`config.mk`:
```
export PLATFORM = sky130hd
export DESIGN_NAME = priority_queue_time_tiebreak
export DESIGN_NICKNAME = d
export VERILOG_FILES = /design/src/sv/pqt_pkg.sv /design/src/sv/pqt_cell.sv /design/src/sv/priority_queue_time_tiebreak.sv
export SDC_FILE = /design/constraint.sdc
export NUM_CORES = 2
export LEC_CHECK = 0
export BUFFER_PORTS_ARGS = -buffer_cell sky130_fd_sc_hd__buf_2
export CORE_AREA = 3 3 498 500
export DETAILED_ROUTE_END_ITERATION = 8
export DIE_AREA = 0 0 501 503
export GPL_TIMING_DRIVEN = 0
export PLACE_DENSITY = 0.61
export SLEW_MARGIN = 20
export SYNTH_ARGS = -nofsm -noshare
export SYNTH_HDL_FRONTEND = slang
export SYNTH_HIERARCHICAL = 1
export SYNTH_SLANG_ARGS = --single-unit
```
`constraint.sdc`:
```
create_clock -name clk -period 8.7 [get_ports clk]
set_input_delay 1.74 -clock clk [delete_from_list [all_inputs] [get_ports clk]]
set_output_delay 1.74 -clock clk [all_outputs]
set_load 0.01 [all_outputs]
```
`src/sv/pqt_pkg.sv`:
```
package pqt_pkg;

    // Default number of queue slots
    localparam int CAPACITY_DEF = 16;

    // Field widths of one beat
    localparam int FIELD_W  = 16;
    localparam int STATUS_W = 2;
    localparam int OCC_W    = 5;
    localparam int S_DATA_W = 48;
    localparam int M_DATA_W = 56;

    // Input item kinds
    localparam logic KIND_INSERT = 1'b0;
    localparam logic KIND_POP    = 1'b1;

    // Result status codes
    localparam logic [STATUS_W-1:0] ST_INSERTED = 2'd0;
    localparam logic [STATUS_W-1:0] ST_REMOVED  = 2'd1;
    localparam logic [STATUS_W-1:0] ST_EMPTY    = 2'd2;
    localparam logic [STATUS_W-1:0] ST_DROPPED  = 2'd3;

    // One queue slot
    typedef struct packed {
        logic [FIELD_W-1:0] time_tag;
        logic [FIELD_W-1:0] prio;
        logic [FIELD_W-1:0] id;
    } entry_t;

    // Command broadcast to every cell
    typedef struct packed {
        logic   ins;
        logic   rem;
        entry_t item;
    } cmd_t;

    // Search token walking down the chain
    typedef struct packed {
        logic               valid;
        logic               scan;
        logic               have;
        logic [FIELD_W-1:0] head_prio;
        entry_t             best;
    } tok_t;

endpackage

```
`src/sv/pqt_cell.sv`:
```
module pqt_cell #(
    parameter int IDX_W = 4,
    parameter int INDEX = 0
) (
    input  logic                clk,
    input  logic                rst_n,
    input  pqt_pkg::cmd_t       cmd,
    input  logic [IDX_W-1:0]    rem_idx,
    input  pqt_pkg::entry_t     left_entry,
    input  logic                left_valid,
    input  logic                left_gt,
    input  pqt_pkg::entry_t     right_entry,
    input  logic                right_valid,
    input  pqt_pkg::tok_t       tok_in,
    input  logic [IDX_W-1:0]    tok_idx_in,
    output pqt_pkg::entry_t     entry,
    output logic                valid,
    output logic                gt,
    output pqt_pkg::tok_t       tok_out,
    output logic [IDX_W-1:0]    tok_idx_out
);

    localparam logic [IDX_W-1:0] MY_IDX = IDX_W'(INDEX);

    pqt_pkg::entry_t  entry_reg;
    pqt_pkg::entry_t  entry_next;
    logic             valid_reg;
    logic             valid_next;
    logic             tok_valid_reg;
    pqt_pkg::tok_t    tok_reg;
    pqt_pkg::tok_t    tok_next;
    logic [IDX_W-1:0] tok_idx_reg;
    logic [IDX_W-1:0] tok_idx_next;
    logic             match;
    logic             take;

    // Slot sits behind the new item when empty or of higher priority value
    assign gt = !valid_reg || (entry_reg.prio > cmd.item.prio);

    // Insert shifts right from the insert point, remove shifts left onto the gap
    always_comb
    begin
        entry_next = entry_reg;
        valid_next = valid_reg;
        if (cmd.ins)
        begin
            if (left_gt)
            begin
                entry_next = left_entry;
                valid_next = left_valid;
            end
            else if (gt)
            begin
                entry_next = cmd.item;
                valid_next = 1'b1;
            end
        end
        else if (cmd.rem && (MY_IDX >= rem_idx))
        begin
            entry_next = right_entry;
            valid_next = right_valid;
        end
    end

    // Compare own slot against the best carried so far in the leading group
    always_comb
    begin
        match = tok_in.scan && valid_reg &&
                (!tok_in.have || (entry_reg.prio == tok_in.head_prio));
        take  = match && (!tok_in.have || (entry_reg.time_tag < tok_in.best.time_tag));
        tok_next.valid     = 1'b1;
        tok_next.scan      = match;
        tok_next.have      = tok_in.have || match;
        tok_next.head_prio = tok_in.have ? tok_in.head_prio : entry_reg.prio;
        tok_next.best      = take ? entry_reg : tok_in.best;
        tok_idx_next       = take ? MY_IDX : tok_idx_in;
    end

    // Hold control state
    always_ff @(posedge clk or negedge rst_n)
    begin
        if (!rst_n)
        begin
            valid_reg     <= 1'b0;
            tok_valid_reg <= 1'b0;
        end
        else
        begin
            valid_reg     <= valid_next;
            tok_valid_reg <= tok_in.valid;
        end
    end

    // Hold slot and token payload
    always_ff @(posedge clk)
    begin
        entry_reg <= entry_next;
        if (tok_in.valid)
        begin
            tok_reg     <= tok_next;
            tok_idx_reg <= tok_idx_next;
        end
    end

    // Present the token with its own valid
    always_comb
    begin
        tok_out       = tok_reg;
        tok_out.valid = tok_valid_reg;
    end

    assign entry       = entry_reg;
    assign valid       = valid_reg;
    assign tok_idx_out = tok_idx_reg;

endmodule

```
`src/sv/priority_queue_time_tiebreak.sv`:
```
// Channel  Direction  Fields (lowest bit up)
// s_*      in         tuser: kind; tdata: entry_id, entry_priority, entry_time
// m_*      out        tuser: status; tdata: removed_id, removed_priority,
//                     removed_time, occupancy, zero pad
//
// Insert and insert on full pass through S_INS, pop on empty through S_POP.
// A pop on a non-empty queue waits in S_SCAN first: a search token walks
// the chain of cells one cell per cycle to find the entry to remove.
// Reset empties the queue at once; slot contents are left as they are.
// A result waiting on m_tready does not block the next input beat, but that
// item does not commit until the output register is free.
module priority_queue_time_tiebreak #(
    parameter int CAPACITY = pqt_pkg::CAPACITY_DEF
) (
    input  logic                            clk,
    input  logic                            rst_n,
    input  logic                            s_tvalid,
    output logic                            s_tready,
    input  logic [pqt_pkg::S_DATA_W-1:0]    s_tdata,  // entry_id, entry_priority, entry_time
    input  logic [0:0]                      s_tuser,  // kind
    output logic                            m_tvalid,
    input  logic                            m_tready,
    output logic [pqt_pkg::M_DATA_W-1:0]    m_tdata,  // removed_id, removed_priority,
                                                      // removed_time, occupancy, pad
    output logic [pqt_pkg::STATUS_W-1:0]    m_tuser   // status
);

    localparam int IDX_W = (CAPACITY > 2) ? $clog2(CAPACITY) : 1;
    localparam int CNT_W = $clog2(CAPACITY + 1);
    localparam int PAD_W = pqt_pkg::M_DATA_W - 3 * pqt_pkg::FIELD_W - pqt_pkg::OCC_W;
    localparam logic [CNT_W-1:0] FULL_CNT = CNT_W'(CAPACITY);

    typedef enum logic [1:0] {
        S_IDLE,
        S_INS,
        S_SCAN,
        S_POP
    } state_t;

    state_t                        state_reg;
    state_t                        state_next;
    pqt_pkg::entry_t               item_reg;
    pqt_pkg::entry_t               item_next;
    logic [CNT_W-1:0]              count_reg;
    logic [CNT_W-1:0]              count_next;
    logic                          out_valid_reg;
    logic                          out_valid_next;
    logic [pqt_pkg::STATUS_W-1:0]  out_status_reg;
    logic [pqt_pkg::STATUS_W-1:0]  out_status_next;
    pqt_pkg::entry_t               out_entry_reg;
    pqt_pkg::entry_t               out_entry_next;
    logic [pqt_pkg::OCC_W-1:0]     out_occ_reg;
    logic [pqt_pkg::OCC_W-1:0]     out_occ_next;
    logic [CNT_W+pqt_pkg::OCC_W-1:0] occ_ext;

    logic                          s_accept;
    logic                          out_free;
    logic                          emit;
    pqt_pkg::cmd_t                 cmd;
    logic [IDX_W-1:0]              rem_idx;
    pqt_pkg::tok_t                 inject;

    pqt_pkg::entry_t               entry_w   [CAPACITY];
    logic                          valid_w   [CAPACITY];
    logic                          gt_w      [CAPACITY];
    pqt_pkg::tok_t                 tok_w     [CAPACITY];
    logic [IDX_W-1:0]              tok_idx_w [CAPACITY];

    assign s_tready = (state_reg == S_IDLE);
    assign s_accept = s_tvalid && s_tready;
    assign out_free = !out_valid_reg || m_tready;

    // Start a search token at the head on a pop of a non-empty queue
    always_comb
    begin
        inject       = '0;
        inject.valid = s_accept && (s_tuser[0] == pqt_pkg::KIND_POP) && (count_reg != '0);
        inject.scan  = 1'b1;
    end

    // Sequence items and form results
    always_comb
    begin
        state_next      = state_reg;
        item_next       = item_reg;
        count_next      = count_reg;
        out_status_next = out_status_reg;
        out_entry_next  = out_entry_reg;
        emit            = 1'b0;
        cmd             = '0;
        cmd.item        = item_reg;
        rem_idx         = tok_idx_w[CAPACITY-1];
        unique case (state_reg)
            S_IDLE:
            begin
                if (s_accept)
                begin
                    item_next = pqt_pkg::entry_t'(s_tdata);
                    if (s_tuser[0] == pqt_pkg::KIND_INSERT)
                        state_next = S_INS;
                    else if (count_reg == '0)
                        state_next = S_POP;
                    else
                        state_next = S_SCAN;
                end
            end
            S_INS:
            begin
                if (out_free)
                begin
                    emit           = 1'b1;
                    out_entry_next = '0;
                    state_next     = S_IDLE;
                    if (count_reg == FULL_CNT)
                        out_status_next = pqt_pkg::ST_DROPPED;
                    else
                    begin
                        out_status_next = pqt_pkg::ST_INSERTED;
                        cmd.ins         = 1'b1;
                        count_next      = count_reg + 1'b1;
                    end
                end
            end
            S_SCAN:
            begin
                if (tok_w[CAPACITY-1].valid)
                    state_next = S_POP;
            end
            S_POP:
            begin
                if (out_free)
                begin
                    emit       = 1'b1;
                    state_next = S_IDLE;
                    if (count_reg == '0)
                    begin
                        out_status_next = pqt_pkg::ST_EMPTY;
                        out_entry_next  = '0;
                    end
                    else
                    begin
                        out_status_next = pqt_pkg::ST_REMOVED;
                        out_entry_next  = tok_w[CAPACITY-1].best;
                        cmd.rem         = 1'b1;
                        count_next      = count_reg - 1'b1;
                    end
                end
            end
            default:
            begin
                state_next = S_IDLE;
            end
        endcase
    end

    // Occupancy carries the low bits of the count
    assign occ_ext        = (CNT_W + pqt_pkg::OCC_W)'(count_next);
    assign out_occ_next   = occ_ext[pqt_pkg::OCC_W-1:0];
    assign out_valid_next = emit || (out_valid_reg && !m_tready);

    // Hold state, item and registered outputs
    always_ff @(posedge clk or negedge rst_n)
    begin
        if (!rst_n)
        begin
            state_reg      <= S_IDLE;
            count_reg      <= '0;
            out_valid_reg  <= 1'b0;
            item_reg       <= '0;
            out_status_reg <= '0;
            out_entry_reg  <= '0;
            out_occ_reg    <= '0;
        end
        else
        begin
            state_reg     <= state_next;
            count_reg     <= count_next;
            out_valid_reg <= out_valid_next;
            item_reg      <= item_next;
            if (emit)
            begin
                out_status_reg <= out_status_next;
                out_entry_reg  <= out_entry_next;
                out_occ_reg    <= out_occ_next;
            end
        end
    end

    assign m_tvalid = out_valid_reg;
    assign m_tuser  = out_status_reg;
    assign m_tdata  = {{PAD_W{1'b0}}, out_occ_reg, out_entry_reg.time_tag,
                       out_entry_reg.prio, out_entry_reg.id};

    // Chain of slot cells
    for (genvar i = 0; i < CAPACITY; i++)
    begin : g_cell
        pqt_pkg::entry_t  left_entry;
        logic             left_valid;
        logic             left_gt;
        pqt_pkg::entry_t  right_entry;
        logic             right_valid;
        pqt_pkg::tok_t    tok_in;
        logic [IDX_W-1:0] tok_idx_in;

        if (i == 0)
        begin : g_head
            assign left_entry = '0;
            assign left_valid = 1'b0;
            assign left_gt    = 1'b0;
            assign tok_in     = inject;
            assign tok_idx_in = '0;
        end
        else
        begin : g_body
            assign left_entry = entry_w[i-1];
            assign left_valid = valid_w[i-1];
            assign left_gt    = gt_w[i-1];
            assign tok_in     = tok_w[i-1];
            assign tok_idx_in = tok_idx_w[i-1];
        end

        if (i == CAPACITY - 1)
        begin : g_tail
            assign right_entry = '0;
            assign right_valid = 1'b0;
        end
        else
        begin : g_inner
            assign right_entry = entry_w[i+1];
            assign right_valid = valid_w[i+1];
        end

        pqt_cell #(
            .IDX_W (IDX_W),
            .INDEX (i)
        ) u_cell (
            .clk         (clk),
            .rst_n       (rst_n),
            .cmd         (cmd),
            .rem_idx     (rem_idx),
            .left_entry  (left_entry),
            .left_valid  (left_valid),
            .left_gt     (left_gt),
            .right_entry (right_entry),
            .right_valid (right_valid),
            .tok_in      (tok_in),
            .tok_idx_in  (tok_idx_in),
            .entry       (entry_w[i]),
            .valid       (valid_w[i]),
            .gt          (gt_w[i]),
            .tok_out     (tok_w[i]),
            .tok_idx_out (tok_idx_w[i])
        );
    end

endmodule
```
==> reports/metrics.yaml <==
worst_hold_path:
  holdPathStages: 2
  hp-class: "register to register"
setup_path:
  startpoint_type: "primary input"
  cp_max_fo: 21
  rrSetupSlack_ns: 3.42
  critPathKind: "primary input to register"
  cp-end-kind: "register"
  critical_path_arrival_ns: 6.36
  critPathRequiredTime_ns: 9.24
  reg2regPathDepth: 15
finish:
  nets: 9515
  final_cell_mix: "edfxtp_1, a21oi_1, nor2_1"
  area_growth_pct: 12.54
  largest_reg_flops: 1038
  stdcell_area_um2: 122700
  drive_above_1_share_pct: 18.95
  final_common_cell: "edfxtp_1"
timing:
  timing.final.crit_share_pct: 66.93
  rsz0062_at_grt: "no"
  worst_pin_slew_ns: 1.185
  hold_ws_ns: 0.4681
  slew_headroom_pct: 21.03
  setup_viol: 0
  layout_min_cycle_time_ns: 5.823
  setup_slack_ns: 2.877
  tns_ns: 0
  hold_viol_final: 0
  finalClockSkew_ns: 0.03005
  clock.fmax_ghz: 0.1717
  slew_violations: 0
cts:
  cts.reportedPaths.clkPinSlew_ns: 0.06
  clockRootBuffer: "clkbuf_16"
  clkLatencyLatePin_ns: 0.85
  cts_tree: "done"
  cts_max_level: 4
  cts_made_buffers: 212
  cts_sinks: 2013
  cts_setup_buffers: 0
  clk_path_buf_depth: 3
  holdBufCountCts: 0
  cts_resized: 0
floorplan:
  start_util_pct: 44.78
  rows: 181
  die_y_um: 503
  fp.coreArea_um2: 243500
  io_pins: 113
  die_x_um: 501
  dieArea_um2: 252000
synth:
  netlist_area_um2: 109000
  synth_warnings: 6
  avgSynthCellArea_um2: 13.00
  synth_cells: 8386
grt:
  met1_usage_pct: 28.97
  first_global_vias: 67827
  use_met3_pct: 2.752
  grt_pass1_wl_um: 429000
  grt_busiest_layer: "met2"
  grt_overflow: 0
  grt_start_max_net_pins: 81
  grtUsageTotal_pct: 22.27
  antenna_found_initial: 0
  met2_usage_pct: 37.80
drt:
  drc: 0
  vias: 66727
  ant_nets: 0
  via_per_inst: 5.403
  wl_um: 287100
  first_pass_iters: 5
  first_iter_violations: 5208
  wl_per_cell_um: 23.25
placement:
  pre_cts_ws_ns: 2.019
  gp_congestion: 0.8973
  io_buffers: 109
  place_area_um2: 115900
  place_hpwl_um: 223400
run:
  cap_violations: 0
power_and_ir_drop:
  power_density_nw_per_um2: 362.5
  intPower_w: 0.02701
  seq_power_share_pct: 41.1
  ir_worst_vdd_v: 0.0002263
  switching_power_w: 0.01746
  sw_frac_of_total_pct: 39.26
  p_leak_nw: 52.61
  p_clk_share_pct: 20.0
  p_comb_share_pct: 38.8
status:
  status: "completed"
## layout make-up
cell class                      count  area (um2)
Antenna cell                        1       2.502
Buffer                            431        2356
Clock buffer                      292        5964
Clock inverter                    104       860.8
Fill cell                       21133      120800
Inverter                          522        1959
Multi-Input combinational cell   5623       45950
Sequential cell                  2013       59750
Tap cell                         3202        4006
Timing Repair Buffer              161        1837
## path summary, 6_finish.rpt
path / start / end
max in group asynchronous: rst_n / g_cell[2].u_cell/tok_valid_reg
worst min-delay path: m_tdata[42] / m_tdata[42]
worst min register to register: m_tdata[42] / m_tdata[42]
worst max-delay path: m_tready / g_cell[1].u_cell/entry[9]
min in group asynchronous: rst_n / cmd[39]
worst max register to register: cmd[17] / g_cell[5].u_cell/entry[12]
## critical path, stage by stage
cell,delay (ns)
buf_2,0.07
nand2b_1,0.18
nand2_1,0.34
clkbuf_1,0.49
a311oi_4,0.66
buf_6,0.26
clkbuf_1,0.71
clkbuf_1,0.65
nor2_1,0.25
a21oi_4,0.50
buf_16,0.24
buf_16,0.19
## per-layer routing
layer  vias up  wire, um
li1      31848         -
met1     32314    122900
met2      2100    137200
met3       465     14800
met4         0     12220
met5         -         0
## power groups by stage
stage	sequential [W]	clock, W	combinational [W]
after detailed placement	0.0184	0	0.0171
after global routing	0.0187	0.00949	0.0189
final	0.0183	0.00890	0.0173
after CTS	0.0182	0.00910	0.0173
after global placement	0.0190	0	0.0155
after floorplan	0.0169	0	0.0119
## stage by stage
| step | utilization, % | total power (W) | instances |
|---|---|---|---|
| 2_1_floorplan | - | 0.02876 | 8589 |
| 5_1_grt | 50.40 | 0.04704 | 12348 |
| 4_1_cts | 50.40 | 0.04465 | 12348 |
| 3_5_place_dp | 47.59 | 0.03555 | 11952 |
| 6_report | 50.40 | 0.04447 | 12349 |
| 3_3_place_gp | 46.96 | 0.03453 | 11900 |
Power figures use the tool's default switching activity.
